**src/rtl/core/lba_to_chs_converter_assert.svh**
```systemverilog
// assertion macros for the lba to chs converter
`ifndef LBA_TO_CHS_CONVERTER_ASSERT_SVH
`define LBA_TO_CHS_CONVERTER_ASSERT_SVH

// same-cycle implication
`define LBAC_ASSERT_NOW(label, clk, rst, ante, cons) \
   label: assert property (@(posedge clk) disable iff (rst) (ante) |-> (cons)) \
      else $error("lbac same-cycle check failed");

// next-cycle implication
`define LBAC_ASSERT_NEXT(label, clk, rst, ante, cons) \
   label: assert property (@(posedge clk) disable iff (rst) (ante) |=> (cons)) \
      else $error("lbac next-cycle check failed");

`endif

```
**src/rtl/core/lbac_pkg.sv**
```systemverilog
// constants and register codes for the lba to chs converter
package lbac_pkg;

   localparam int HEADS_W  = 9;
   localparam int SPT_W    = 6;
   localparam int DRIVE_W  = 8;
   localparam int CYL_W    = 10;
   localparam int HEAD_W   = 8;
   localparam int BYTE_W   = 8;
   localparam int CMD_W    = 16;
   localparam int CSR_IDX_W  = 2;
   localparam int CSR_DATA_W = 9;

   localparam logic [CSR_IDX_W-1:0] CSR_HEADS = 2'd0;
   localparam logic [CSR_IDX_W-1:0] CSR_SPT   = 2'd1;
   localparam logic [CSR_IDX_W-1:0] CSR_DRIVE = 2'd2;

   localparam logic [CMD_W-1:0] CMD_READ  = 16'h0201;
   localparam logic [CMD_W-1:0] CMD_WRITE = 16'h0301;

   localparam logic [DRIVE_W-1:0] DRIVE_RESET = 8'd128;
   localparam logic [HEADS_W-1:0] HEADS_RESET = 9'd16;
   localparam logic [SPT_W-1:0]   SPT_RESET   = 6'd63;

endpackage

```
**src/rtl/core/lbac_div_cell.sv**
```systemverilog
// one restoring division step cell, registered, passing its item to the next cell
module lbac_div_cell #(
   parameter int WORK_W = 24,
   parameter int DIV_W  = 6,
   parameter int SIDE_W = 1
) (
   input  logic              clock,
   input  logic              reset,
   input  logic [DIV_W-1:0]  divisor,
   input  logic              in_valid,
   input  logic [DIV_W-1:0]  in_rem,
   input  logic [WORK_W-1:0] in_work,
   input  logic [SIDE_W-1:0] in_side,
   output logic              out_valid,
   output logic [DIV_W-1:0]  out_rem,
   output logic [WORK_W-1:0] out_work,
   output logic [SIDE_W-1:0] out_side
);

   logic [DIV_W:0]    trial;
   logic [DIV_W:0]    diff;
   logic              take;
   logic              valid_ff;
   logic [DIV_W-1:0]  rem_ff, rem_in;
   logic [WORK_W-1:0] work_ff, work_in;
   logic [SIDE_W-1:0] side_ff;

   always_comb begin
      trial   = {in_rem, in_work[WORK_W-1]};
      diff    = trial - {1'b0, divisor};
      take    = (trial >= {1'b0, divisor});
      rem_in  = take ? diff[DIV_W-1:0] : trial[DIV_W-1:0];
      work_in = {in_work[WORK_W-2:0], take};
   end

   always_ff @(posedge clock) begin
      if (reset) begin
         valid_ff <= 1'b0;
      end else begin
         valid_ff <= in_valid;
      end
   end

   always_ff @(posedge clock) begin
      rem_ff  <= rem_in;
      work_ff <= work_in;
      side_ff <= in_side;
   end

   assign out_valid = valid_ff;
   assign out_rem   = rem_ff;
   assign out_work  = work_ff;
   assign out_side  = side_ff;

endmodule

```
**src/rtl/core/lba_to_chs_converter.sv**
```systemverilog
// lba to chs converter top level: two division cell chains and the result register
//
// One item is taken every clock cycle while busy is low; each result passes through two
// rows of LBA_WIDTH restoring-division cells (one quotient bit per cell: first by
// sectors per track, then by heads) and one output register. The result is shown
// for a single cycle on rsp_strobe and cannot be held off. busy is high during reset
// and in the cycle after it. Geometry must be written only with no item in flight.
module lba_to_chs_converter
   import lbac_pkg::*;
#(
   parameter int LBA_WIDTH = 24
) (
   input  logic                  clock,
   input  logic                  reset,
   input  logic                  start,
   output logic                  busy,
   input  logic                  req_op,
   input  logic [LBA_WIDTH-1:0]  req_sector_index,
   output logic                  rsp_strobe,
   output logic [CYL_W-1:0]      rsp_cylinder,
   output logic [HEAD_W-1:0]     rsp_head,
   output logic [SPT_W-1:0]      rsp_sector,
   output logic [BYTE_W-1:0]     rsp_ch_byte,
   output logic [BYTE_W-1:0]     rsp_cl_byte,
   output logic [BYTE_W-1:0]     rsp_dh_byte,
   output logic [BYTE_W-1:0]     rsp_dl_byte,
   output logic [CMD_W-1:0]      rsp_command_word,
   output logic                  rsp_cylinder_overflow,
   input  logic                  csr_valid,
   output logic                  csr_ready,
   input  logic [CSR_IDX_W-1:0]  csr_index,
   input  logic [CSR_DATA_W-1:0] csr_data
);

   localparam int SIDE2_W = SPT_W + 1;

   logic                busy_ff;
   logic [HEADS_W-1:0]  heads_ff;
   logic [SPT_W-1:0]    sectors_ff;
   logic [DRIVE_W-1:0]  drive_ff;
   logic                accept;
   logic                csr_write;

   logic [LBA_WIDTH:0]   v1;
   logic [SPT_W-1:0]     rem1  [0:LBA_WIDTH];
   logic [LBA_WIDTH-1:0] work1 [0:LBA_WIDTH];
   logic                 side1 [0:LBA_WIDTH];

   logic [LBA_WIDTH:0]   v2;
   logic [HEADS_W-1:0]   rem2  [0:LBA_WIDTH];
   logic [LBA_WIDTH-1:0] work2 [0:LBA_WIDTH];
   logic [SIDE2_W-1:0]   side2 [0:LBA_WIDTH];

   logic                 strobe_ff;
   logic [CYL_W-1:0]     cyl_ff;
   logic [HEAD_W-1:0]    head_ff;
   logic [SPT_W-1:0]     sec_ff;
   logic                 op_ff;
   logic                 ovf_ff;
   logic [SPT_W-1:0]     sec_in;

   assign accept    = start && !busy_ff;
   assign csr_ready = 1'b1;
   assign csr_write = csr_valid && csr_ready;

   always_ff @(posedge clock) begin
      if (reset) begin
         busy_ff    <= 1'b1;
         heads_ff   <= HEADS_RESET;
         sectors_ff <= SPT_RESET;
         drive_ff   <= DRIVE_RESET;
      end else begin
         busy_ff <= 1'b0;
         if (csr_write) begin
            unique case (csr_index)
               CSR_HEADS: begin
                  heads_ff <= (csr_data[HEADS_W-1:0] == '0) ?
                              HEADS_W'(1) : csr_data[HEADS_W-1:0];
               end
               CSR_SPT: begin
                  sectors_ff <= (csr_data[SPT_W-1:0] == '0) ?
                                SPT_W'(1) : csr_data[SPT_W-1:0];
               end
               CSR_DRIVE: begin
                  drive_ff <= csr_data[DRIVE_W-1:0];
               end
               default: begin
               end
            endcase
         end
      end
   end

   // first chain: sector index by sectors per track
   assign v1[0]    = accept;
   assign rem1[0]  = '0;
   assign work1[0] = req_sector_index;
   assign side1[0] = req_op;

   // second chain: track number by heads, carrying op and sector remainder
   assign v2[0]    = v1[LBA_WIDTH];
   assign rem2[0]  = '0;
   assign work2[0] = work1[LBA_WIDTH];
   assign side2[0] = {side1[LBA_WIDTH], rem1[LBA_WIDTH]};

   for (genvar i = 0; i < LBA_WIDTH; i++) begin : g_chain
      lbac_div_cell #(
         .WORK_W (LBA_WIDTH),
         .DIV_W  (SPT_W),
         .SIDE_W (1)
      ) u_spt_cell (
         .clock     (clock),
         .reset     (reset),
         .divisor   (sectors_ff),
         .in_valid  (v1[i]),
         .in_rem    (rem1[i]),
         .in_work   (work1[i]),
         .in_side   (side1[i]),
         .out_valid (v1[i+1]),
         .out_rem   (rem1[i+1]),
         .out_work  (work1[i+1]),
         .out_side  (side1[i+1])
      );

      lbac_div_cell #(
         .WORK_W (LBA_WIDTH),
         .DIV_W  (HEADS_W),
         .SIDE_W (SIDE2_W)
      ) u_head_cell (
         .clock     (clock),
         .reset     (reset),
         .divisor   (heads_ff),
         .in_valid  (v2[i]),
         .in_rem    (rem2[i]),
         .in_work   (work2[i]),
         .in_side   (side2[i]),
         .out_valid (v2[i+1]),
         .out_rem   (rem2[i+1]),
         .out_work  (work2[i+1]),
         .out_side  (side2[i+1])
      );
   end

   assign sec_in = side2[LBA_WIDTH][SPT_W-1:0] + SPT_W'(1);

   always_ff @(posedge clock) begin
      if (reset) begin
         strobe_ff <= 1'b0;
      end else begin
         strobe_ff <= v2[LBA_WIDTH];
      end
   end

   always_ff @(posedge clock) begin
      cyl_ff  <= work2[LBA_WIDTH][CYL_W-1:0];
      ovf_ff  <= |work2[LBA_WIDTH][LBA_WIDTH-1:CYL_W];
      head_ff <= rem2[LBA_WIDTH][HEAD_W-1:0];
      sec_ff  <= sec_in;
      op_ff   <= side2[LBA_WIDTH][SPT_W];
   end

   assign busy                  = busy_ff;
   assign rsp_strobe            = strobe_ff;
   assign rsp_cylinder          = cyl_ff;
   assign rsp_head              = head_ff;
   assign rsp_sector            = sec_ff;
   assign rsp_ch_byte           = cyl_ff[BYTE_W-1:0];
   assign rsp_cl_byte           = {cyl_ff[CYL_W-1:BYTE_W], sec_ff};
   assign rsp_dh_byte           = head_ff;
   assign rsp_dl_byte           = drive_ff;
   assign rsp_command_word      = op_ff ? CMD_WRITE : CMD_READ;
   assign rsp_cylinder_overflow = ovf_ff;

`include "lba_to_chs_converter_assert.svh"

   `LBAC_ASSERT_NOW(a_sector_range, clock, reset, rsp_strobe,
      (rsp_sector != '0) && (rsp_sector <= sectors_ff))
   `LBAC_ASSERT_NOW(a_head_range, clock, reset, rsp_strobe,
      ({1'b0, rsp_head} < heads_ff))
   `LBAC_ASSERT_NOW(a_cmd_code, clock, reset, rsp_strobe,
      (rsp_command_word == CMD_READ) || (rsp_command_word == CMD_WRITE))
   `LBAC_ASSERT_NEXT(a_spt_write, clock, reset,
      csr_write && (csr_index == CSR_SPT) && (csr_data[SPT_W-1:0] != '0),
      sectors_ff == $past(csr_data[SPT_W-1:0]))

endmodule
```
**config.mk**
```make
export PLATFORM = sky130hd
export DESIGN_NAME = lba_to_chs_converter
export DESIGN_NICKNAME = d
export VERILOG_FILES = /design/src/rtl/core/lbac_pkg.sv /design/src/rtl/core/lbac_div_cell.sv /design/src/rtl/core/lba_to_chs_converter.sv
export VERILOG_INCLUDE_DIRS = /design/src /design/src/rtl/core
export SDC_FILE = /design/constraint.sdc
export NUM_CORES = 2
export LEC_CHECK = 0
export BUFFER_PORTS_ARGS = -buffer_cell sky130_fd_sc_hd__buf_2
export CAP_MARGIN = 20
export CORE_UTILIZATION = 66
export DETAILED_ROUTE_END_ITERATION = 16
export PLACE_DENSITY_LB_ADDON = 0.12
export SLEW_MARGIN = 5
export SYNTH_ARGS = -nofsm -noshare
export SYNTH_HDL_FRONTEND = slang
export SYNTH_SLANG_ARGS = --single-unit
```
**constraint.sdc**
```tcl
create_clock -name clock -period 9.5 [get_ports clock]
set_clock_uncertainty 0.2 [all_clocks]
set_input_delay 0.475 -clock clock [delete_from_list [all_inputs] [get_ports clock]]
set_output_delay 0.475 -clock clock [all_outputs]
set_load 0.02 [all_outputs]
```
==> impl_metrics.py <==
metrics = {
    "synth": {
        "synth_seq_cells": 1802,
        "syn_inst": 4298,
        "yosysWarnings": 0,
        "synth_ff_type": "dfxtp_1",
        "synth_top_area_cell": "dfxtp_1",
        "muxShareOfSynthArea_pct": 5.918,
        "synth-adder-area-share_pct": 9.561,
        "synth_area_leaders": "dfxtp_1 (65%), ha_1 (7.9%), mux2_2 (4.5%)",
        "syn_area_per_cell_um2": 12.90,
        "synth_top_family_by_area": "adder cells",
        "synthSimpleGateAreaFrac_pct": 5.480,
        "synth_enable_flop_cells": 0,
        "ys_async_sr_fraction_pct": 0,
        "ys_seq_area_share_pct": 65.08,
        "ys_types": 70,
        "yosysTopAreaCellShare_pct": 65.08,
        "synth_compound_area_share_pct": 8.363,
        "synth_area_um2": 55430,
        "synthXorXnorAreaFrac_pct": 2.986,
    },
    "setup_path": {
        "cp.arrival_ns": 3.95,
        "required_ns": 9.93,
        "worstSetupEndpointType": "flop",
        "reg2reg_depth": 9,
        "rrSetupSlack_ns": 5.98,
        "crit_type": "reg -> reg",
        "startpoint": "heads_ff[1]",
        "r2r-end": "g_chain[15].u_head_cell.out_rem[4]",
        "r2r_start": "heads_ff[1]",
        "startpoint_type": "flop",
        "timing.critical_path.fanout_max": 38,
    },
    "cts": {
        "cts_hold_buf": 40,
        "cts_resized": 0,
        "clkTransAtPathRegs_ns": 0.06,
        "cts_setup_buffers": 0,
        "cts_tree": "done",
        "cts_buffers": 163,
        "clk_latency_ns": 0.76,
        "clock-sinks": 1802,
        "cts.htree.levels": 4,
        "root_buffer": "clkbuf_16",
        "clk_path_buf_depth": 3,
    },
    "timing": {
        "grt_setup_unrepaired": "false",
        "hold_viol": 0,
        "hold_ws_ns": 0.08414,
        "tightest_slew_ns": 0.7952,
        "fin_crit_ns": 3.525,
        "setup_viol": 0,
        "final.setup.tns_ns": 0,
        "period_share_pct": 37.10,
        "fin_ws_ns": 5.975,
        "relSlewSlack_pct": 46.99,
        "slew_violations": 0,
        "fmax_ghz": 0.2837,
    },
    "finish": {
        "finalNonFillerCells": 5772,
        "final_common_cell": "dfxtp_1",
        "multi_input_area_um2": 17970,
        "layout.nets": 5014,
        "drive_gt1_share_pct": 13.95,
        "n_fill_cell": 5175,
        "area_growth_pct": 13.62,
        "final_cell_mix": "dfxtp_1 (1801), ha_1 (350), inv_1 (278)",
        "diodes": 0,
        "regArea_um2": 36080,
    },
    "floorplanning": {
        "initial_utilization_pct": 67.08,
        "num_rows": 105,
        "core_area_um2": 82640,
        "io_pins": 116,
        "die_w_um": 291.8,
        "dieArea_um2": 85150,
        "fp.dieH_um": 291.8,
    },
    "placement": {
        "pre_cts_slack_ns": 5.832,
        "gp_congestion": 0.8359,
        "io_buffers": 99,
        "dp.final_hpwl_um": 53150,
        "place_inst": 5441,
    },
    "global_routing": {
        "grt_pass1_wl_um": 143300,
        "grt_pass1_vias": 30420,
        "grt_start_max_net_pins": 66,
        "antenna_found_initial": 0,
        "gr-usage-all-layers_pct": 20.59,
        "overflow": 0,
    },
    "hold_path": {
        "min_from": "reset",
        "min_path_type": "in -> reg",
        "whs_path_depth": 2,
        "min_to": "busy",
    },
    "route": {
        "drt_iter0_drc": 1200,
        "antenna_left": 0,
        "routedWlPerCell_um": 14.95,
        "drc_errors": 0,
        "dr_total_vias": 30010,
        "viasPerCell": 5.198,
        "drt_wl_total_um": 86260,
        "firstDrtPassIters": 6,
    },
    "run_status": {
        "status": "completed",
    },
    "power": {
        "ir_worst_vdd_mv": 0.2409,
        "power.density_nw_per_um2": 369.9,
        "leakagePower_nw": 27.45,
    },
    "run": {
        "drv_cap": 0,
    },
}
==> critical path: stages (launching register included) <==
cell and delay (ns):
dfxtp_1 0.48, inv_2 0.23, buf_4 0.44, fa_1 0.60, a21oi_1 0.28, a21oi_1 0.10, o21ai_0 0.33, and2_1 0.27
inv_1 0.14, mux2_2 0.29
==> cell type report <==
cell class,count,area share [%]
timing repair buffer,158,1.649
clock buffer,216,7.345
tap,1070,2.126
sequential,1802,57.28
inverter,284,1.693
multi-input combinational,2169,28.54
clock inverter,73,1.365
==> per-stage QoR <==
step           util [%]  power, mW  area, um^2
3_5_place_dp      69.07      16.80       57080
6_report          76.21      23.29       62980
2_1_floorplan         -      15.55       55480
4_1_cts           76.20      23.49       62960
3_3_place_gp      69.07      16.62       57080
5_1_grt           76.21      24.71       62980
==> cell usage after synthesis (12+ instances only) <==
| library cell | number |
|---|---|
| a211o_1 | 19 |
| a211oi_1 | 21 |
| a21boi_0 | 32 |
| a21o_1 | 45 |
| a21oi_1 | 203 |
| a221oi_1 | 24 |
| a31oi_2 | 12 |
| and2_1 | 20 |
| and3_1 | 37 |
| buf_4 | 41 |
| dfxtp_1 | 1802 |
| fa_1 | 46 |
| ha_1 | 350 |
| inv_1 | 282 |
| mux2_2 | 222 |
| mux2i_1 | 78 |
| nand2_1 | 92 |
| nand3_1 | 93 |
| nand4_1 | 34 |
| nor2_1 | 177 |
| nor2b_1 | 87 |
| nor3_1 | 17 |
| nor4bb_1 | 12 |
| o2111ai_1 | 18 |
| o211ai_1 | 20 |
| o21a_1 | 40 |
| o21ai_0 | 120 |
| o31ai_1 | 28 |
| xnor2_1 | 146 |
| xor2_1 | 43 |
==> sequential cells by signal, indices dropped and copies added (netlist names), 10 cells and up <==
| name | cells |
|---|---|
| g_chain.u_head_cell.out_valid | 24 |
| g_chain.u_spt_cell.out_valid | 24 |
| g_chain.u_spt_cell.out_rem | 144 |
| g_chain.u_head_cell.out_work | 576 |
| g_chain.u_head_cell.out_rem | 215 |
| g_chain.u_spt_cell.out_work | 576 |
| g_chain.u_head_cell.out_side | 168 |
| rsp_cylinder | 10 |
| g_chain.u_spt_cell.out_side | 24 |
==> per-layer routing <==
metal | vias up | GRT usage, % | routed length (um)
met2 | 554 | 36.20 | 42420
met3 | 180 | 4.148 | 3492
li1 | 15300 | - | -
met5 | - | 0 | 0
met1 | 13970 | 24.93 | 38300
met4 | 0 | 7.433 | 2052
==> kinds of logic after synthesis <==
| family | count (synthesis) |
|---|---|
| DFF | 1802 |
| AOI/OAI and AO/OA | 666 |
| and+or+nand+nor | 602 |
| adders and majority gates | 396 |
| buffers and inverters | 341 |
| muxes | 300 |
| xor gates and xnor gates | 189 |
| other | 2 |
==> worst max path at each step <==
| stage | endpoint |
|---|---|
| after floorplan | g_chain[11].u_spt_cell.out_rem[2] |
| after global placement | g_chain[22].u_head_cell.out_rem[1] |
| after detailed placement | g_chain[22].u_head_cell.out_rem[1] |
| after CTS | g_chain[22].u_head_cell.out_rem[1] |
| after global routing | g_chain[15].u_head_cell.out_rem[4] |
| final | g_chain[15].u_head_cell.out_rem[4] |
==> power breakdown <==
group	internal, mW	switching, mW	leakage, nW
logic	2.89	3.02	9.70
registers	10.0	0.825	15.1
clock network	3.84	2.68	2.68
(Power assumes the default switching activity.)
